[src/hdl/pq_pkg.sv]
// Shared types and codes for the min-first priority queue.
// Used by pq_cell and min_priority_queue; depends on nothing else.
package pq_pkg;

    // Opcodes of an input request.
    localparam logic OP_INSERT  = 1'b0;
    localparam logic OP_EXTRACT = 1'b1;

    // Result status codes.
    localparam logic [1:0] ST_OK    = 2'd0;
    localparam logic [1:0] ST_EMPTY = 2'd1;
    localparam logic [1:0] ST_FULL  = 2'd2;

    // One stored pair.
    typedef struct packed {
        logic signed [31:0] value;
        logic signed [15:0] prio;
    } entry_t;

    // Command broadcast to every cell of the chain.
    typedef struct packed {
        logic   ins;
        logic   ext;
        entry_t data;
    } cmd_t;

endpackage

[src/hdl/pq_cell.sv]
// One slot of the sorted shift chain: holds a pair and moves it left or right.
// Depends on pq_pkg for entry_t and cmd_t.
module pq_cell
    import pq_pkg::*;
(
    input  logic   clk,
    input  cmd_t   cmd,
    input  logic   here_valid,
    input  logic   left_keep,
    input  entry_t left_entry,
    input  entry_t right_entry,
    output entry_t entry,
    output logic   keep
);

    entry_t entry_reg;
    entry_t entry_next;

    // An occupied slot whose priority is not worse than the new one stays put,
    // which keeps equal priorities in arrival order.
    assign keep  = here_valid && (entry_reg.prio <= cmd.data.prio);
    assign entry = entry_reg;

    // Insert opens a gap right after the last kept slot; extract shifts left.
    always_comb
    begin
        entry_next = entry_reg;
        if (cmd.ins)
        begin
            if (!keep)
            begin
                entry_next = left_keep ? cmd.data : left_entry;
            end
        end
        else if (cmd.ext)
        begin
            entry_next = right_entry;
        end
    end

    always_ff @(posedge clk)
    begin
        entry_reg <= entry_next;
    end

endmodule

[src/hdl/min_priority_queue.sv]
// Top level of the min-first priority queue: a sorted chain of pq_cell slots,
// the occupancy counter and the result register. Depends on pq_pkg and pq_cell.
//
//   Channel | Handshake          | Payload
//   --------+--------------------+------------------------------------------
//   in      | in_valid, in_stall | opcode, item_value, item_priority
//   out     | out_valid,out_stall| out_value, out_priority, status, occupancy
//
// Each request is served in place: the chain is kept sorted, so the head cell
// always holds the answer and every cell shifts in parallel on acceptance.
// The result is registered and appears in the cycle after acceptance, and a new
// request is taken every cycle while the result register is free or being drained.
// Reset clears the occupancy count and the result valid; stored pairs are
// not cleared. A stalled result holds and stalls the input side.
module min_priority_queue
    import pq_pkg::*;
#(
    parameter int CAPACITY = 16
)
(
    input  logic               clk,
    input  logic               rst_n,
    input  logic               in_valid,
    output logic               in_stall,
    input  logic               opcode,
    input  logic signed [31:0] item_value,
    input  logic signed [15:0] item_priority,
    output logic               out_valid,
    input  logic               out_stall,
    output logic signed [31:0] out_value,
    output logic signed [15:0] out_priority,
    output logic [1:0]         status,
    output logic [4:0]         occupancy
);

    localparam int CW = $clog2(CAPACITY + 1);

    logic [CW-1:0]      count_reg;
    logic [CW-1:0]      count_next;
    logic               out_valid_reg;
    logic signed [31:0] value_reg;
    logic signed [31:0] value_next;
    logic signed [15:0] prio_reg;
    logic signed [15:0] prio_next;
    logic [1:0]         status_reg;
    logic [1:0]         status_next;
    logic [4:0]         occ_reg;

    logic   accept;
    logic   full;
    logic   empty;
    cmd_t   cmd;
    entry_t cell_entry [CAPACITY];
    logic   cell_keep  [CAPACITY];

    // Input side is free whenever the result register can take a new result.
    assign in_stall = out_valid_reg && out_stall;
    assign accept   = in_valid && !in_stall;
    assign full     = (count_reg == CW'(CAPACITY));
    assign empty    = (count_reg == '0);

    // Command broadcast to the chain; rejected requests leave it untouched.
    always_comb
    begin
        cmd.ins        = accept && (opcode == OP_INSERT) && !full;
        cmd.ext        = accept && (opcode == OP_EXTRACT) && !empty;
        cmd.data.value = item_value;
        cmd.data.prio  = item_priority;
    end

    // The chain of cells; slot 0 is the head and holds the best pair.
    for (genvar i = 0; i < CAPACITY; i++)
    begin : g_cell
        logic   here_valid;
        logic   left_keep;
        entry_t left_entry;
        entry_t right_entry;

        assign here_valid = (count_reg > CW'(i));

        if (i == 0)
        begin : g_head
            assign left_keep  = 1'b1;
            assign left_entry = cmd.data;
        end
        else
        begin : g_body
            assign left_keep  = cell_keep[i-1];
            assign left_entry = cell_entry[i-1];
        end

        if (i == CAPACITY - 1)
        begin : g_tail
            assign right_entry = cell_entry[i];
        end
        else
        begin : g_inner
            assign right_entry = cell_entry[i+1];
        end

        pq_cell u_cell (
            .clk         (clk),
            .cmd         (cmd),
            .here_valid  (here_valid),
            .left_keep   (left_keep),
            .left_entry  (left_entry),
            .right_entry (right_entry),
            .entry       (cell_entry[i]),
            .keep        (cell_keep[i])
        );
    end

    // Next count and the result of the accepted request.
    always_comb
    begin
        count_next  = count_reg;
        value_next  = '0;
        prio_next   = '0;
        status_next = ST_OK;
        if (opcode == OP_INSERT)
        begin
            if (full)
            begin
                status_next = ST_FULL;
            end
            else
            begin
                count_next = count_reg + CW'(1);
            end
        end
        else
        begin
            if (empty)
            begin
                status_next = ST_EMPTY;
            end
            else
            begin
                count_next = count_reg - CW'(1);
                value_next = cell_entry[0].value;
                prio_next  = cell_entry[0].prio;
            end
        end
    end

    // Control state.
    always_ff @(posedge clk or negedge rst_n)
    begin
        if (!rst_n)
        begin
            count_reg     <= '0;
            out_valid_reg <= 1'b0;
        end
        else
        begin
            if (accept)
            begin
                count_reg     <= count_next;
                out_valid_reg <= 1'b1;
            end
            else if (!out_stall)
            begin
                out_valid_reg <= 1'b0;
            end
        end
    end

    // Result payload, loaded only on acceptance so a stalled result holds.
    always_ff @(posedge clk)
    begin
        if (accept)
        begin
            value_reg  <= value_next;
            prio_reg   <= prio_next;
            status_reg <= status_next;
            occ_reg    <= 5'(count_next);
        end
    end

    assign out_valid    = out_valid_reg;
    assign out_value    = value_reg;
    assign out_priority = prio_reg;
    assign status       = status_reg;
    assign occupancy    = occ_reg;

endmodule
[config.mk]
export PLATFORM = sky130hd
export DESIGN_NAME = min_priority_queue
export DESIGN_NICKNAME = d
export VERILOG_FILES = /design/src/hdl/pq_pkg.sv /design/src/hdl/pq_cell.sv /design/src/hdl/min_priority_queue.sv
export SDC_FILE = /design/constraint.sdc
export NUM_CORES = 2
export LEC_CHECK = 0
export ABC_CLOCK_PERIOD_IN_PS = 7150
export BUFFER_PORTS_ARGS = -buffer_cell sky130_fd_sc_hd__clkbuf_2
export CAP_MARGIN = 25
export CORE_ASPECT_RATIO = 0.8
export CORE_MARGIN = 2
export CORE_UTILIZATION = 45
export DETAILED_ROUTE_END_ITERATION = 6
export GPL_ROUTABILITY_DRIVEN = 0
export PLACE_DENSITY_LB_ADDON = 0.12
export SETUP_SLACK_MARGIN = 0.5
export SLEW_MARGIN = 20
export SYNTH_ARGS = -nofsm -noshare
export SYNTH_HDL_FRONTEND = slang
export SYNTH_SLANG_ARGS = --single-unit
[constraint.sdc]
create_clock -name clk -period 7.15 [get_ports clk]
set_input_delay 2.145 -clock clk [delete_from_list [all_inputs] [get_ports clk]]
set_output_delay 2.145 -clock clk [all_outputs]
set_load 0.01 [all_outputs]
==> out/metrics.yaml <==
drt:
  wl_per_cell_um: 32.8
  drc: 0
  drt_wl_total_mm: 222
  firstDrtPassIters: 6
  drt_iter0_drc: 7911
  avgViaCountPerCell: 7.37
  wl_met1_mm: 91.0
  ant_nets: 0
  via_count: 49800
  topRoutingLayerUsed: "met5"
  wl_met2_mm: 90.9
  wl_met3_mm: 30.3
layout:
  multiInputGateArea_sq_mm: 0.0253
  syn_to_final_growth_pct: 9.94
  most-common-layout-cells: "823 x edfxtp_1, 496 x nand2_1, 487 x nand3_1"
  stdcell_area_sq_mm: 0.0575
  fillCellCount: 10400
  layout_commonest_cell: "edfxtp_1"
  final_nets: 5471
  seqCellArea_sq_mm: 0.0249
  largest_register_ffs: 768
  drive_above_1_share_pct: 8.90
  postLayoutCoreUtil_pct: 50.1
cts:
  cts_resized: 0
  cts_max_level: 3
  cts_setup_buffers: 0
  cts.sinks: 829
  numCtsBuffers: 94
  clk-insertion-delay-late_ns: 0.74
  cts.reportedPaths.clkPinSlew_ns: 0.06
  cts_root_buf: "clkbuf_16"
  cts_hold_buf: 0
  clockBufferDepth: 3
  cts_tree: "built"
floorplan:
  pin_count: 110
  die_x_um: 385
  std_cell_rows: 111
  die-height_um: 309
  initial_utilization_pct: 45.5
  coreArea_sq_mm: 0.115
  dieArea_sq_mm: 0.119
critical_path:
  max_stage_delay_ns: 0.76
  startpoint_type: "input pin"
  slowest_stage: "inv_1"
  crit_chain: "clkbuf_2, inv_1, ha_1, a21oi_1, o21ai_0, a211o_1, or4_1, nand3_4, nand2_1, nand2_2, buf_12"
  cp_max_fo: 21
  worstSetupEndpointType: "flop"
  critPathRequiredTime_ns: 7.55
  critical_path_class: "in -> reg"
  arrival_ns: 6.27
power:
  switching_share_pct: 40.3
  power.switching_w: 0.00730
  seqPwrFrac_pct: 38.6
  power.internal_w: 0.0108
  pwr-share-clk_pct: 28.3
  p_leak_nw: 21.2
  irDropWorstVdd_v: 0.000269
  p_per_area_mw_per_mm2: 315
  comb_power_share_pct: 33.2
global_route:
  overflow: 0
  grt_pass1_wl_mm: 321
  antenna_found_initial: 6
  grt_start_max_net_pins: 164
  grt_usage_pct: 36.3
  first_global_vias: 46200
sta:
  hold_viol_final: 0
  tns_ns: 0
  setup_violations: 0
  fin_crit_ns: 5.87
  drv_slew: 0
  fmax_mhz: 170
  clock_skew_ns: 0.0409
  fin_crit_sh_pct: 82.1
  worst_slew_pin_slew_ns: 1.32
  rsz0062_at_grt: "no"
  timing.final.ws_setup_ns: 1.28
  max-slew-margin-rel_pct: 11.0
synthesis:
  synth_area_sq_mm: 0.0523
  async_flop_share_pct: 0.724
  ys.flop_type: "edfxtp_1"
  yosysWarningCount: 0
  synthCells: 5427
  syn-mean-instance-area_sq_um: 9.63
  synth-seq-cells: 829
  synth_cell_types: 61
  syn_nets: 5741
  yosysSeqAreaShare_pct: 47.6
  synth_edf_count: 823
placement:
  place_area_sq_mm: 0.0544
  hpwl_mm: 129
  pre_cts_ws_ns: 0.783
  place.port_buffers: 109
run_status:
  outcome: "completed"
min_path:
  hold_class: "reg -> reg"
run:
  cap_violations: 0
worst max-delay path, delay by kind of cell:
kind	cells	cell delay [ns]
buffers and inverters	3	1.37
adders and majority gates	1	0.38
and+or+nand+nor	4	1.22
AOI/OAI and AO/OA	3	1.11
Yosys cell counts, types with 3 or more instances:
cell	count	area [sq um]
nor2_1	183	687
nor3_1	15	75.1
a211oi_1	10	75.1
buf_2	79	395
o21ai_0	222	1110
or3_1	5	31.3
nor4_1	5	31.3
a21oi_1	427	2140
o221ai_1	3	26.3
a32oi_1	3	26.3
nand4_1	436	2730
dfrtp_1	6	150
o21a_1	5	37.5
a21o_1	38	285
o21ai_1	6	30.0
nand3_1	488	2440
and4_1	15	131
o22ai_1	6	37.5
mux2i_1	96	961
buf_1	33	124
and3b_1	5	43.8
nand3b_1	5	37.5
and2_1	5	31.3
ha_1	261	3270
a221oi_1	4	35.0
clkbuf_1	496	1860
a211o_1	3	26.3
and3_1	242	1510
o31ai_1	18	135
o22a_1	5	43.8
o211ai_1	348	2610
a31oi_1	152	951
nand2_1	507	1900
nand2b_1	15	93.8
a31o_2	4	35.0
nor2b_1	26	163
a22oi_1	146	1100
inv_1	51	191
mux2_2	5	56.3
o2111ai_1	193	1690
buf_4	5	37.5
edfxtp_1	823	24700
final timing paths:
path / depth (start not counted) / start / to / slack (ns)
setup / recovery: 11 / item_priority[9] / g_cell[11].u_cell.entry[24]$_DFFE_PP_ / 1.28
hold / removal: 2 / g_cell[1].u_cell.entry[37]$_DFFE_PP_ / g_cell[0].u_cell.entry[37]$_DFFE_PP_ / 0.56
setup reg to reg: 8 / count_reg[4]$_DFFE_PN0P_ / g_cell[14].u_cell.entry[24]$_DFFE_PP_ / 2.95
hold reg to reg: 2 / g_cell[1].u_cell.entry[37]$_DFFE_PP_ / g_cell[0].u_cell.entry[37]$_DFFE_PP_ / 0.56
max in group asynchronous: 1 / rst_n / count_reg[4]$_DFFE_PN0P_ / 5.72
min in group asynchronous: 1 / rst_n / count_reg[3]$_DFFE_PN0P_ / 1.24
per-stage QoR:
step / hold WS, ns / total power, W / instances
floorplan: 0.518 / 0.0102 / 5427
global placement: 0.503 / 0.0126 / 6583
detailed placement: 0.528 / 0.0127 / 6585
CTS: 0.556 / 0.0178 / 6751
global route: 0.584 / 0.0186 / 6753
finish: 0.560 / 0.0181 / 6755
logic make-up after synthesis:
family                   count (synthesis)  synth area share (%)
multiplexers                           101                  1.95
XOR/XNOR                                 2                0.0335
AND/OR/NAND/NOR                       1960                  19.1
buffers and inverters                  668                  5.05
AO/OA/AOI/OAI                         1606                  20.1
adder cells (fa/ha/maj)                261                  6.25
flip-flops                             829                  47.6
final cells by class:
cell class                      count  area share (%)
Multi-Input combinational cell   3930            44.0
Antenna cell                        3          0.0131
Timing Repair Buffer              249            3.68
Sequential cell                   829            43.3
Tap cell                         1525            3.32
Inverter                           53           0.348
Clock inverter                     57            1.16
Clock buffer                      109            4.23
power groups by stage:
stage	Sequential, W	Combinational (W)	Clock, W
finish	0.00698	0.00600	0.00512
global route	0.00704	0.00624	0.00532
CTS	0.00695	0.00571	0.00514
detailed placement	0.00704	0.00569	0
global placement	0.00704	0.00557	0
floorplan	0.00679	0.00344	0
metal layers:
metal / up-vias / global-route usage [%]
met5: - / 0
met4: 4 / 14.3
met3: 568 / 9.93
met2: 3946 / 50.8
met1: 24300 / 52.7
li1: 21000 / -
Note: power is estimated with default switching activity, not from simulation.
